## config.mk

```make
export PLATFORM = sky130hd
export DESIGN_NAME = rcs_camx
export DESIGN_NICKNAME = d
export VERILOG_FILES = /design/src/sv/rcs_pkg.sv /design/src/sv/rcs_camx.sv
export SDC_FILE = /design/constraint.sdc
export NUM_CORES = 1
export LEC_CHECK = 0
export ABC_CLOCK_PERIOD_IN_PS = 5460
export BUFFER_PORTS_ARGS = -buffer_cell sky130_fd_sc_hd__buf_2
export CAP_MARGIN = 20
export CELL_PAD_IN_SITES_DETAIL_PLACEMENT = 1
export CELL_PAD_IN_SITES_GLOBAL_PLACEMENT = 2
export CORE_MARGIN = 5
export CORE_UTILIZATION = 39
export CTS_BUF_LIST = sky130_fd_sc_hd__clkbuf_2 sky130_fd_sc_hd__clkbuf_4 sky130_fd_sc_hd__clkbuf_8
export DETAILED_ROUTE_END_ITERATION = 6
export GPL_TIMING_DRIVEN = 0
export HOLD_SLACK_MARGIN = 0.15
export PLACE_DENSITY = 0.83
export SYNTH_ARGS = -nofsm -noshare
export SYNTH_HDL_FRONTEND = slang
export SYNTH_SLANG_ARGS = --single-unit
```

## constraint.sdc

```tcl
create_clock -name clk -period 5.46 [get_ports clk]
set_input_delay 0.273 -clock clk [delete_from_list [all_inputs] [get_ports clk]]
set_output_delay 0.273 -clock clk [all_outputs]
set_load 0.005 [all_outputs]
```

## src/sv/rcs_pkg.sv

```systemverilog
// shared types and constants for the raycast column setup pipeline
`default_nettype none
package rcs_pkg;

  // reciprocal unit: 2^28 / m, 24 quotient bits, four bits per stage
  localparam int Q_BITS         = 24;
  localparam int BITS_PER_STAGE = 4;
  localparam int DIV_STAGES     = Q_BITS / BITS_PER_STAGE;
  // dividend bits above the quotient field, 2^28 >> 24
  localparam logic [16:0] REM_INIT = 17'd16;
  // divisors up to this value give a quotient beyond 24 bits
  localparam logic [16:0] SAT_LIMIT = 17'd16;

  localparam logic [23:0] ONE_Q14   = 24'd16384;
  localparam logic [23:0] DELTA_MAX = 24'hFFFFFF;

  // stages from accept to result, camera x (4) + ray (2) + divider + delta, side, output (3)
  localparam int PIPE_LATENCY = 4 + 2 + DIV_STAGES + 3;

  typedef enum logic [2:0] {
    REG_PLAYER_X    = 3'd0,
    REG_PLAYER_Y    = 3'd1,
    REG_VIEW_DIR_X  = 3'd2,
    REG_VIEW_DIR_Y  = 3'd3,
    REG_CAM_PLANE_X = 3'd4,
    REG_CAM_PLANE_Y = 3'd5
  } cfg_reg_t;

  typedef struct packed {
    logic               valid;
    logic signed [15:0] camx;
  } cam_t;

  typedef struct packed {
    logic               valid;
    logic signed [16:0] ray_x;
    logic signed [16:0] ray_y;
  } ray_t;

endpackage
`default_nettype wire

```

## src/sv/rcs_camx.sv

```systemverilog
// camera x pipeline: 2*col*2^14/(width-1) - 2^14 by reciprocal multiply and correction
`default_nettype none
module rcs_camx #(
  parameter int SCREEN_WIDTH = 640
) (
  input  wire logic         clk,
  input  wire logic         rst_n,
  input  wire logic         in_valid,
  input  wire logic [11:0]  in_column,
  output rcs_pkg::cam_t     cam_o
);
  import rcs_pkg::*;

  localparam int          DIVISOR = SCREEN_WIDTH - 1;
  localparam logic [27:0] RECIP   = 28'((64'd1 << 27) / DIVISOR);
  localparam logic [11:0] DIV_L   = 12'(DIVISOR);

  logic        v1_r, v2_r, v3_r;
  logic [11:0] col1_r, col2_r, col3_r;
  logic [15:0] q2_r, q3_r;
  logic [27:0] prod3_r;
  cam_t        cam_r;

  logic [39:0] mul_full;
  logic [27:0] q0;
  logic [15:0] q0_nxt;
  logic [26:0] num;
  logic        ge;
  logic [16:0] q_fix;
  cam_t        cam_nxt;

  // estimate is the true quotient or one below it
  always_comb begin
    mul_full = 40'(col1_r) * 40'(RECIP);
    q0       = mul_full[39:12];
    q0_nxt   = (|q0[27:16]) ? 16'hFFFF : q0[15:0];
  end

  always_comb begin
    num   = {col3_r, 15'b0};
    ge    = {2'b0, num} >= ({1'b0, prod3_r} + {17'b0, DIV_L});
    q_fix = {1'b0, q3_r} + {16'b0, ge};
    cam_nxt.valid = v3_r;
    if (q_fix > 17'd49151) begin
      cam_nxt.camx = 16'sd32767;
    end else begin
      cam_nxt.camx = 16'(q_fix - 17'd16384);
    end
  end

  always_ff @(posedge clk) begin
    if (!rst_n) begin
      v1_r        <= 1'b0;
      v2_r        <= 1'b0;
      v3_r        <= 1'b0;
      cam_r.valid <= 1'b0;
    end else begin
      v1_r        <= in_valid;
      v2_r        <= v1_r;
      v3_r        <= v2_r;
      cam_r.valid <= cam_nxt.valid;
    end
  end

  always_ff @(posedge clk) begin
    col1_r     <= in_column;
    col2_r     <= col1_r;
    q2_r       <= q0_nxt;
    col3_r     <= col2_r;
    q3_r       <= q2_r;
    prod3_r    <= 28'(q2_r) * 28'(DIV_L);
    cam_r.camx <= cam_nxt.camx;
  end

  assign cam_o = cam_r;

endmodule
`default_nettype wire

```

# Word-level counts from Yosys, hierarchy flattened
# Cells that the tools add are included.
[word_totals]
elab_cells = 19
register_bits = 114
out_inout_bits = 17
inputBits = 15
[op_classes]
n_mul = 2
order_cmp = 2
addsub = 3
n_reduce_logical = 1
[ops]
columns = ["op", "n"]
rows = [
  ["$mul 12x18->30 const B", 1],
  ["$add 26x10->27 const B", 1],
  ["$ge 27x27->1", 1],
  ["$mul 16x10->26 const B", 1],
  ["$add 16x1->17", 1],
  ["$gt 17x16->1 const B", 1],
  ["$sub 16x15->16 const B", 1],
  ["$reduce_or 2->1", 1],
]

# Logic depth before layout (Yosys ltp)
[depth]
depth_word = 4
mapped_depth = 29
mapped_depth_nobuf = 28

# Worst setup path before layout
# OpenSTA, ideal clock, no wires.
[synth_path]
path_kind = "reg-to-reg"
start = "reg q3_r[0]"
end = "reg cam_r, in the netlist cam_o[13]"
path_stages_with_launch = 28
t_required_ns = 5.333
synth_period_minus_slack_ns = 5.690
setup_ns = 0.127
arrival_ns = 5.563
setup_slack_ns = -0.230
path_buffers = 1
path_cell_list = "dfxtp_1 > inv_1 > ha_1 > nand3b_1 > nor2_1 > nor2_1 > nor2_1 > nor4_1 > nand3_1 > xor2_1 > ha_1 > nand4_1 > or3_1 > nor4_1 > nand3_1 > a2111oi_0 > or3_1 > ha_1 > ha_1 > and4_1 > clkbuf_1 > o2111ai_1 > a21oi_1 > o22ai_1 > or4_1 > o211ai_1 > a21boi_2 > or3b_1"
[synth_via]
elab_chain_len = 2
elab_cells_between_ends = 3
cone_classes = "add/sub (2); order compare (1)"
[synth_lines]
columns = ["element", "line", "rtl"]
rows = [
  ["from (decl)", "rcs_camx.sv:20", "logic [15:0] q2_r, q3_r;"],
  ["from (signal assigned)", "rcs_camx.sv:70", "q3_r <= q2_r;"],
  ["$add 16x1->17 (*)", "rcs_camx.sv:42", "q_fix = {1'b0, q3_r} + {16'b0, ge};"],
  ["$sub 16x15->16 / $gt 17x16->1 (equally long branches)", "rcs_camx.sv:47, rcs_camx.sv:44", ""],
  ["to (decl)", "rcs_camx.sv:22", "cam_t cam_r;"],
]
# Every way passes the cells marked *; elsewhere a longest branch is shown, timed or not.
# A chain may end at the register's enable or synchronous reset.

# Worst setup path after layout
[layout_path]
start = "reg prod3_r[4]"
end = "reg cam_r, in the netlist cam_o[13]"
[layout_via]
elab_chain_len = 4
elab_cells_between_ends = 5
cone_classes = "add/sub (3); order compare (2)"
[layout_lines]
columns = ["element", "line", "rtl"]
rows = [
  ["from (decl)", "rcs_camx.sv:21", "logic [27:0] prod3_r;"],
  ["from (signal assigned)", "rcs_camx.sv:71", "prod3_r <= 28'(q2_r) * 28'(DIV_L);"],
  ["$add 26x10->27 (*)", "rcs_camx.sv:41", "ge = {2'b0, num} >= ({1'b0, prod3_r} + {17'b0, DIV_L});"],
  ["$ge 27x27->1 (*)", "rcs_camx.sv:41", ""],
  ["$add 16x1->17 (*)", "rcs_camx.sv:42", ""],
  ["$sub 16x15->16 / $gt 17x16->1 (equally long branches)", "rcs_camx.sv:47, rcs_camx.sv:44", ""],
]
# Marks and branches as above.

==> flow_summary.toml <==
[synth]
ys.flop_type = "dfxtp_1"
synth_async_sr_flop_share_pct = 0
postSynthCellCount = 1021
seq_area_frac_synth_pct = 21.8
yosys_warnings = 0
synth_simple_gate_area_share_pct = 9.18
ys_types = 61
synth_top_family_by_area = "adder cells"
synth_fp_nets = 1341
ys_ff_latch = 113
synth.mux.area_fraction_pct = 0.290
synth_area_sq_mm = 0.0104
syn_area_per_cell_sq_um = 10.1
synth_compound_area_share_pct = 9.27
synth_edf_count = 0
synth_xor_area_share_pct = 4.99
synthAdderAreaFrac_pct = 46.6

[die]
die_y_microns = 173
initial_core_util_pct = 39.6
fp-row-count = 59
pin_count = 32
die_area_sq_mm = 0.0299
fp.dieW_microns = 173
coreArea_sq_mm = 0.0261

[layout]
syn_to_final_growth_pct = 19.2
nets = 1444
final_cell_area_sq_mm = 0.0123
stdcell_count = 1470
antenna_cells = 0
drive_above_1_share_pct = 18.9
final_cell_mix = "inv_1, ha_1, fa_1"
layout_commonest_cell = "inv_1"

[worst_setup_path]
crit_top_cell = "buf_4"
cp-start-kind = "flop"
crit_family = "simple AND/OR/NAND/NOR gates"
critPathMaxFanout = 5
crit_buf_inv = 3
worstPathRequired_ps = 5780
max_stage_delay_ps = 550
cp_data_arrival_time_ps = 5980
critPathCaptureType = "flop"
critical_path_class = "reg -> reg"
cp_slowest_cell = "or4_1"

[timing]
fin_crit_sh_pct = 104
clock.fmax_mhz = 177
setup_slack_ps = -194
tightest_slew_ps = 532
skew_ps = 19.7
relSlewSlack_pct = 64.5
final-setup-viol-count = 14
min_period_ps = 5650
finalHoldViolCount = 0
rsz0062_at_grt = "true"
slew_violations = 0

[drt]
drc = 0
vias = 7510
dr.pass1.iters = 4
wirelength_mm = 27.4
drtIter0Drc = 445
drt.antenna.violating_nets = 0
viasPerCell = 5.11
routedWlPerCell_microns = 18.6

[global_route]
antenna_found_initial = 0
grt_pass1_vias = 8222
grt-ovfl-total = 0
grt_max_degree = 17
track_usage_pct = 18.3
grt_pass1_wl_mm = 43.7

[clock_tree]
cts_made_buffers = 17
clock_latency_ps = 450
cts_max_path_buffers = 2
cts_tree = "done"
htree_num_levels = 4
clock_sinks = 113
cts-root-buf = "clkbuf_8"
path_clk_slew_ps = 80

[place]
place_hpwl_mm = 21.1
post_dp_cell_area_sq_mm = 0.0109
post-place-cells = 1387
place.gp.congestion = 0.858
port_buffers = 31

[job]
maxCapViolCount = 0

[min_path]
hold_path_class = "reg -> reg"

[run_status]
violations = "negative setup slack"
status = "finished, violations left"
flip-flops by register name, summed over array words and instances (netlist names):
signal	flops
col1_r	12
v2_r	1
prod3_r	25
v3_r	1
col2_r	12
col3_r	12
q2_r	16
cam_o	17
q3_r	16
v1_r	1
synth_stat cells (all sizes together) (6+ instances only):
| cell type | count | share of area (%) |
|---|---|---|
| inv | 205 | 7.4 |
| ha | 170 | 21 |
| fa | 135 | 26 |
| dfxtp | 113 | 22 |
| nand2 | 50 | 1.8 |
| a21oi | 47 | 2.3 |
| xnor2 | 31 | 2.6 |
| nor2 | 29 | 1.1 |
| xor2 | 28 | 2.4 |
| o21ai | 27 | 1.3 |
| a21o | 21 | 1.5 |
| nand3 | 18 | 0.87 |
| nor3 | 15 | 0.82 |
| nand4 | 13 | 0.99 |
| and3 | 10 | 0.60 |
| o21bai | 8 | 0.58 |
| a31oi | 7 | 0.42 |
| and4 | 7 | 0.59 |
| nand2b | 7 | 0.42 |
| and2 | 6 | 0.36 |
| o211ai | 6 | 0.43 |
worst register-to-register path: cells and delay by family, from the launching register on:
family / cells / cell delay (ps)
DFF: 1 / 350
AOI/OAI and AO/OA: 8 / 1200
and+or+nand+nor: 13 / 2560
buffers and inverters: 3 / 460
muxes: 1 / 160
xor gates and xnor gates: 1 / 120
adders and majority gates: 3 / 690
metrics by stage:
stage | worst slack [ps] | hold WS [ps] | TNS (ps) | util [%]
after global placement | -1310 | 312 | -32120 | 41.9
after detailed placement | -1320 | 315 | -33270 | 41.9
after CTS | -129 | 328 | -251 | 45.5
after global routing | -478 | 331 | -7130 | 47.2
final | -194 | 317 | -1180 | 47.2
after floorplan | -16.4 | 301 | -16.4 | -
final cells by class:
class	count	area [sq um]
Fill cell	2930	13800
Multi-Input combinational cell	694	7790
Sequential cell	113	2300
Inverter	205	769
Timing Repair Buffer	86	638
Tap cell	335	419
Clock buffer	20	263
Clock inverter	10	114
Buffer	7	47.5
cell families (layout without fill, tap and decap cells):
logic type / Yosys count / after routing
fa+ha+maj: 305 / 305
buf+inv: 214 / 328
simple gates: 178 / 178
compound gates: 149 / 149
flops: 113 / 113
xor+xnor: 59 / 59
mux: 3 / 3
routing by layer:
layer	share of wire, %	GRT usage, %
met5	0	0
met4	1.2	3.66
met3	3.6	2.82
met2	49	31.3
met1	46	24.9
final timing paths:
kind                                  from        end  slack (ps)  depth (start not counted)
worst max-delay path            prod3_r[4]  cam_o[13]        -190                         29
worst min-delay path             col2_r[7]  col3_r[7]         320                          0
worst max register to register  prod3_r[4]  cam_o[13]        -190                         29
worst min register to register   col2_r[7]  col3_r[7]         320                          0
what timing repair did:
item | in CTS | in global routing
hold buffers | 15 | 0
gates cloned | 1 | 1
setup buffers | 16 | 22
endpoints found under the hold margin | 16 | 0
resized for setup | 83 | 66
pin swaps | 31 | 35
endpoints found under the setup margin | 35 | 37
Power is left out: the tool's default activity adds up to more than one toggle a clock period on the data nets, which glitch-free logic cannot reach.
