<file path="config.mk">
export PLATFORM = sky130hd
export DESIGN_NAME = rcs_recip
export DESIGN_NICKNAME = d
export VERILOG_FILES = /design/src/sv/rcs_pkg.sv /design/src/sv/rcs_recip.sv
export SDC_FILE = /design/constraint.sdc
export NUM_CORES = 1
export LEC_CHECK = 0
export ABC_AREA = 1
export BUFFER_PORTS_ARGS = -buffer_cell sky130_fd_sc_hd__buf_2
export CORE_MARGIN = 2
export CORE_UTILIZATION = 37
export CTS_CLUSTER_DIAMETER = 120
export CTS_CLUSTER_SIZE = 30
export DETAILED_ROUTE_END_ITERATION = 12
export PLACE_DENSITY_LB_ADDON = 0.1
export SLEW_MARGIN = 20
export SYNTH_ARGS = -nofsm -noshare
export SYNTH_HDL_FRONTEND = slang
export SYNTH_SLANG_ARGS = --single-unit
</file>
<file path="constraint.sdc">
create_clock -name clk -period 9.7 [get_ports clk]
set_clock_uncertainty 0.2 [all_clocks]
set_input_delay 0 -clock clk [delete_from_list [all_inputs] [get_ports clk]]
set_output_delay 0 -clock clk [all_outputs]
set_load 0.02 [all_outputs]
</file>
<file path="src/sv/rcs_pkg.sv">
// shared types and constants for the raycast column setup pipeline
`default_nettype none
package rcs_pkg;

  // reciprocal unit: 2^28 / m, 24 quotient bits, four bits per stage
  localparam int Q_BITS         = 24;
  localparam int BITS_PER_STAGE = 4;
  localparam int DIV_STAGES     = Q_BITS / BITS_PER_STAGE;
  // dividend bits above the quotient field, 2^28 >> 24
  localparam logic [16:0] REM_INIT = 17'd16;
  // divisors up to this value give a quotient beyond 24 bits
  localparam logic [16:0] SAT_LIMIT = 17'd16;

  localparam logic [23:0] ONE_Q14   = 24'd16384;
  localparam logic [23:0] DELTA_MAX = 24'hFFFFFF;

  // stages from accept to result, camera x (4) + ray (2) + divider + delta, side, output (3)
  localparam int PIPE_LATENCY = 4 + 2 + DIV_STAGES + 3;

  typedef enum logic [2:0] {
    REG_PLAYER_X    = 3'd0,
    REG_PLAYER_Y    = 3'd1,
    REG_VIEW_DIR_X  = 3'd2,
    REG_VIEW_DIR_Y  = 3'd3,
    REG_CAM_PLANE_X = 3'd4,
    REG_CAM_PLANE_Y = 3'd5
  } cfg_reg_t;

  typedef struct packed {
    logic               valid;
    logic signed [15:0] camx;
  } cam_t;

  typedef struct packed {
    logic               valid;
    logic signed [16:0] ray_x;
    logic signed [16:0] ray_y;
  } ray_t;

endpackage
`default_nettype wire

</file>
<file path="src/sv/rcs_recip.sv">
// pipelined restoring divider for the 2^28 / m reciprocal
`default_nettype none
module rcs_recip (
  input  wire logic        clk,
  input  wire logic [16:0] m_i,
  output logic      [23:0] q_o
);
  import rcs_pkg::*;

  logic [16:0] rem_r [DIV_STAGES-1];
  logic [16:0] m_r   [DIV_STAGES-1];
  logic [23:0] q_r   [DIV_STAGES];

  for (genvar s = 0; s < DIV_STAGES; s++) begin : g_st
    logic [16:0] rem_in, m_in, rem_nxt;
    logic [23:0] q_in, q_nxt;
    logic [17:0] t;

    if (s == 0) begin : g_first
      assign rem_in = REM_INIT;
      assign m_in   = m_i;
      assign q_in   = '0;
    end else begin : g_next
      assign rem_in = rem_r[s-1];
      assign m_in   = m_r[s-1];
      assign q_in   = q_r[s-1];
    end

    always_comb begin
      rem_nxt = rem_in;
      q_nxt   = q_in;
      t       = '0;
      for (int k = 0; k < BITS_PER_STAGE; k++) begin
        t = {rem_nxt, 1'b0};
        if (t >= {1'b0, m_in}) begin
          rem_nxt = 17'(t - {1'b0, m_in});
          q_nxt   = {q_nxt[22:0], 1'b1};
        end else begin
          rem_nxt = t[16:0];
          q_nxt   = {q_nxt[22:0], 1'b0};
        end
      end
    end

    always_ff @(posedge clk) begin
      q_r[s] <= q_nxt;
    end

    if (s < DIV_STAGES - 1) begin : g_keep
      always_ff @(posedge clk) begin
        rem_r[s] <= rem_nxt;
        m_r[s]   <= m_in;
      end
    end
  end

  assign q_o = q_r[DIV_STAGES-1];

endmodule
`default_nettype wire

</file>
# After elaboration in Yosys (flattened, before gate mapping)

Memory sizes are Yosys's and may differ from the RTL's.
Index checks and enable logic that the tools add are counted.
Widths: inputs -> output; s select.

$add $sub $neg: 23
Magnitude comparators: 24
Multiplexer cells: 47

Operator list:

| operator              | count |
|---|---|
| $ge 18x17->1          | 23 |
| $mux 17               | 23 |
| $sub 17x17->17        | 22 |
| $mux 1                | 24 |
| $ge 6x17->1 const A   | 1 |
| $sub 6x17->17 const A | 1 |

Memories kept: 3
Output and inout bits: 24
Register bits after elaboration: 0
Logic and storage cells: 97
Bits in writable memories: 314
Bits of input ports: 18

Memory list:

| memory | words | bits a word | read ports | clocked after memory_dff | write ports | line            | text |
|---|---|---|---|---|---|---|---|
| q_r    | 6     | 24          | 6          | 0                        | 6           | rcs_recip.sv:12 | `logic [23:0] q_r [DIV_STAGES];` |
| m_r    | 5     | 17          | 5          | 0                        | 5           | rcs_recip.sv:11 | `logic [16:0] m_r [DIV_STAGES-1];` |
| rem_r  | 5     | 17          | 5          | 0                        | 5           | rcs_recip.sv:10 | `logic [16:0] rem_r [DIV_STAGES-1];` |

# Depth between registers and ports, before layout

Gate-level depths: netlist of the first run.
An unclocked memory read counts as a cell.

Word-level depth: 9
Gate-level depth with buffers: 65

# Least setup slack after synthesis of the first run

Ideal clock, no wire load.

Path kind: reg2reg
From: memory m_r[0][0]
To: memory rem_r[1][12], in the netlist rem_r[0][29]
Clock period less this slack: 7.396 ns
Cell stages (with the launch flop): 53
Library setup time: 0.058 ns
Setup slack: 2.304 ns
Path buffers: 8
Data required time: 9.442 ns
Arrival: 7.138 ns
Cells stage by stage: dfxtp_1 -> buf_6 -> inv_2 -> buf_6 -> fa_1 -> nand4_1 -> o211ai_1 -> nand2_1 -> nand2_2 -> nand2_2 -> nand2_4 -> inv_2 -> buf_6 -> buf_6 -> nand2_1 -> o21ai_0 -> ha_1 -> a21o_1 -> [17 not listed] -> a21oi_1 -> nand3_4 -> buf_4 -> nor2_1 -> a21oi_2 -> ha_1 -> a21oi_1 -> nand2_2 -> a21boi_2 -> o21bai_1 -> a31oi_2 -> o21ai_0 -> a21oi_2 -> nand2_4 -> nor2_8 -> buf_6 -> nand2_1 -> nand2_1

RTL lines:

| item            | line |
|---|---|
| start, declared | rcs_recip.sv:11 |
| end, declared   | rcs_recip.sv:10 |

==> results of run 1 <==
## sequential cells by signal, summed over array words and instances (netlist names)
signal and cells:
q_r 84, rem_r 85, m_r 85
## final timing paths
kind,to,slack (ps),cells after the start
hold / removal,m_r[0][0],70,2
setup reg to reg,rem_r[0][64],1090,50
setup / recovery,rem_r[0][64],1090,50
hold reg to reg,q_r[3][10],120,0
## per-layer routing
layer,vias to the layer above,GRT usage
li1,13600,-
met1,11300,0.273
met2,360,0.378
met3,93,0.0155
met4,0,0.0493
met5,-,0
## critical path: cells and delay by family, from the launching register on
family                   cells  cell delay [ps]
flip-flops                   1              340
adder cells (fa/ha/maj)      4             1200
AO/OA/AOI/OAI               15             2800
buffers and inverters        3              580
AND/OR/NAND/NOR             28             3360
## kinds of logic after synthesis
family	share of synthesized area
and+or+nand+nor	0.282
DFF	0.188
adders and majority gates	0.176
buffers and inverters	0.0858
xor gates and xnor gates	0.100
AOI/OAI and AO/OA	0.169
## timing repair
action | CTS | global route
buffers inserted | 0 | 0
resized for setup | 0 | 3
endpoints found under the hold margin | 31 | 0
setup endpoints to repair | 0 | 18
hold buffers | 33 | 0
## metrics by stage
| step | worst slack [ps] | util | cell area, µm² |
|---|---|---|---|
| CTS | 623 | 0.403 | 29300 |
| finish | 1090 | 0.403 | 29300 |
| floorplan | 2300 | - | 27100 |
| global route | 169 | 0.403 | 29300 |
| detailed placement | 631 | 0.388 | 28200 |
| global placement | 619 | 0.388 | 28200 |
## area by class of cell
class | count | area [µm²]
Sequential cell | 254 | 5090
Inverter | 488 | 1840
Clock buffer | 19 | 475
Tap cell | 959 | 1200
Multi-Input combinational cell | 3306 | 19700
Timing Repair Buffer | 100 | 731
Fill cell | 7894 | 43400
Clock inverter | 11 | 244
## synth_stat cells, types with 29 or more instances
cell	n
a21o_1	29
a21oi_1	330
a31oi_1	29
dfxtp_1	254
ha_1	374
inv_1	460
nand2_1	1214
nand2_2	31
nand3_1	183
nor2_1	205
nor3_1	44
o21ai_0	233
o21ai_1	83
xnor2_1	133
xor2_1	177
==> reports/metrics.cfg, run 1 <==
[outcome]
run_status = complete, no violations

[final_layout]
num_antenna_cells = 0
drive_gt1_frac = 0.0601
areaGrowthSynthToFinish_pct = 8.08
final_common_cell = nand2_1
stdcell_count = 5137
nets = 4565
layout_common_cells = 1213 x nand2_1, 460 x inv_1, 374 x ha_1

[die]
die_area_um2 = 75500
die_x_um = 275
floorplan.initialDensity = 0.373
die_y_um = 275
io_pins = 42
core_um2 = 72700
num_rows = 99

[timing]
setup_viol = 0
hold_ws_ps = 71.3
rsz0062_at_grt = false
totalNegativeSetupSlack_ps = 0
worst_slew_pin_slew_ps = 643
maxSlewHeadroom = 0.566
layout_min_cycle_time_ps = 8610
min_period_over_period = 0.888
finalHoldViolCount = 0
max_freq_mhz = 116
slew_violations = 0

[grt]
grt-ovfl-total = 0
grt_usage = 0.210
grt_pass1_wl_mm = 129
antenna_found_initial = 0
grt_pass1_vias = 24700
grt_max_degree = 33

[synth]
synth-main-ff-cell = dfxtp_1
synthCells = 4113
ys_seq_elements = 254
ys_seq_area_frac = 0.188
synth.area.top_cells = dfxtp_1 19%, ha_1 17%, nand2_1 17%, inv_1 6.4%, a21oi_1 6.1%
synth-edff-count = 0
avgSynthCellArea_um2 = 6.59
synthDistinctLibCells = 64
synthesis.nets = 4510
ys_async_sr_fraction = 0
syn-cell-area_um2 = 27100
yosysWarnings = 0
yosysTopAreaCellShare = 0.188
synth_top_area_cell = dfxtp_1

[clock_network]
cts_sinks = 254
cts_tree = yes
cts_root_buf = clkbuf_16
clk_latency_ps = 560
cts-buffers-inserted = 18
path_clk_slew_ps = 110
cts-htree-levels = 1
max-clock-path-buffers = 3

[route]
route.met3.wl_mm = 2.02
drcViolationCount = 0
wl_met1_mm = 37.6
wl_met2_mm = 38.1
top_layer_used = met4
ant_nets = 0
wl_per_cell_um = 15.5
via_count = 25400
via_per_inst = 4.94
drtPass1Iterations = 5
wl_mm = 79.5
drt-initial-drc-count = 1267

[critical_path]
criticalPathCategory = reg -> reg
timing.rr.start = m_r[0][41]
required_ps = 9950
arrival_ps = 8860
cpPeakStageDelay_ps = 370
cpMostUsedCell = nand2_1
slowest_stage = or2_2
crit_path_start_kind = register
cp-end-kind = register
critPathLaunch = m_r[0][41]
path_max_fanout = 21

[placed_design]
finalWeightedCongestion = 0.888
numPortBuffers = 41
place_inst = 5072
dp_hpwl_mm = 66.4

[hold_path]
holdCritStartpoint = m_i[0]
min_path_type = in -> reg

[job]
drv_cap = 0

Power of run 1 is left out: the tool's default activity adds up to more than one toggle a clock period on the data nets, which glitch-free logic cannot reach.
==> run 2, diff against run 1 <==
CELL_PAD_IN_SITES_DETAIL_PLACEMENT = 0   (was default)
CELL_PAD_IN_SITES_GLOBAL_PLACEMENT = 1   (was default)
clock period = 9.2 ns   (was 9.7 ns; I/O delays follow)
==> reports/metrics.cfg, run 2 (synthesis results as in run 1) <==
[clock_network]
cts-htree-levels = 1  ; unchanged
cts-buffers-inserted = 18  ; unchanged
cts_sinks = 254  ; unchanged
clk_latency_ps = 560  ; about the same
cts_tree = yes
max-clock-path-buffers = 3  ; unchanged
path_clk_slew_ps = 110  ; about the same
cts_root_buf = clkbuf_16

[placed_design]
pre_cts_ws_ps = 316  ; -315 ps
dp_hpwl_mm = 69.3  ; +4.4%
finalWeightedCongestion = 0.865  ; -2.5%
numPortBuffers = 41  ; unchanged

[timing]
min_period_over_period = 0.914  ; +0.0259
maxSlewHeadroom = 0.591  ; +0.0251
finalHoldViolCount = 0  ; unchanged
totalNegativeSetupSlack_ps = 0  ; unchanged
worst_slew_pin_slew_ps = 613  ; -29.5 ps
setup_viol = 0  ; unchanged
layout_min_cycle_time_ps = 8410  ; -206 ps
max_freq_mhz = 119  ; +2.4%
setup_ws_ps = 792  ; -294 ps
slew_violations = 0  ; unchanged

[job]
drv_cap = 0  ; unchanged

[critical_path]
crit_path_start_kind = register
required_ps = 9500  ; -450 ps
criticalPathCategory = reg -> reg
reg2reg_slack_ps = 790  ; -290 ps
cpPeakStageDelay_ps = 480  ; +110 ps
slowest_stage = dfxtp_1
arrival_ps = 8710  ; -150 ps
cpMostUsedCell = nand2_1
cp-end-kind = register
path_max_fanout = 20  ; -4.8%

[grt]
grt-ovfl-total = 0  ; unchanged
antenna_found_initial = 1  ; +1
grt_max_degree = 33  ; unchanged
grt_usage = 0.218  ; +0.00766
grt_pass1_wl_mm = 132  ; +2.8%
grt_pass1_vias = 24800  ; +0.49%

[final_layout]
layout_common_cells = 1213 x nand2_1, 459 x inv_1, 374 x ha_1
areaGrowthSynthToFinish_pct = 8.63
nets = 4575  ; +0.22%
drive_gt1_frac = 0.0640  ; +0.00390
final_common_cell = nand2_1
regArea_um2 = 5090  ; unchanged
nFillCells = 7841  ; -0.67%
reg_top3 = m_r x85, rem_r x85, q_r x84
multi_input_area_um2 = 19800  ; +0.15%

[route]
drcViolationCount = 0  ; unchanged
drtPass1Iterations = 7  ; +2
via_per_inst = 4.92  ; -0.26%
wl_mm = 82.3  ; +3.5%
via_count = 25300  ; -0.032%
wl_per_cell_um = 16.0  ; +3.3%
ant_nets = 0  ; unchanged
drt-initial-drc-count = 1238  ; -2.3%

[die]
io_pins = 42  ; unchanged
floorplan.initialDensity = 0.373  ; unchanged
core_um2 = 72700  ; unchanged
num_rows = 99  ; unchanged
die_y_um = 275  ; unchanged
die_x_um = 275  ; unchanged
die_area_um2 = 75500  ; unchanged

[hold_path]
min_path_type = in -> reg

[outcome]
run_status = complete, no violations

[run 2: cell count changes in the layout (fill, tap and decap cells not counted), sizes merged]
cell / change
buf: +11
diode: +1
nor2: -1
clkbuf: +1
[run 2: final cells by class]
type / instances / area share
clock buffers: 20 / 0.0166
inverters: 488 / 0.0630
well taps: 959 / 0.0407
diodes: 1 / 0.0000849
multi-input cells: 3305 / 0.671
repair buffers: 111 / 0.0285
flip-flops and latches: 254 / 0.173
clock inverters: 11 / 0.00760
[run 2: critical path, delay by kind of cell, from the launching register on]
| kind | cells | cell delay, ps |
|---|---|---|
| AOI/OAI and AO/OA | 16 | 2920 |
| adders and majority gates | 4 | 1410 |
| buffers and inverters | 5 | 740 |
| DFF | 1 | 480 |
| and+or+nand+nor | 20 | 2570 |
[run 2: through the flow]
step           std cells  area, µm²  hold slack [ps]  utilization
2_1_floorplan       4113      27100             -172            -
3_3_place_gp        5077      28300            -78.5        0.389
3_5_place_dp        5077      28300            -79.3        0.389
4_1_cts             5140      29300             1.90        0.403
5_1_grt             5149      29500             61.1        0.405
6_report            5149      29500             75.2        0.405
[run 2: worst paths after layout]
check	end	cells past startpoint	from
worst max-delay path	rem_r[0][24]	45	m_r[0][11]
worst max register to register	rem_r[0][24]	45	m_r[0][11]
worst min-delay path	m_r[0][0]	2	m_i[0]
worst min register to register	q_r[2][9]	0	q_r[1][5]
[run 2: timing repair]
item                                    4_1_cts  5_1_grt
endpoints found under the hold margin        29        1
resized for setup                             0       24
hold buffers                                 32        1
endpoints found under the setup margin        0       54
setup buffers                                 0        6
[run 2: metal layers]
layer,global-route usage,share of wire
met5,0,0
met4,0.0521,0.025
met3,0.0175,0.028
met2,0.393,0.48
met1,0.280,0.47
Power of run 2 is left out for the same reason.
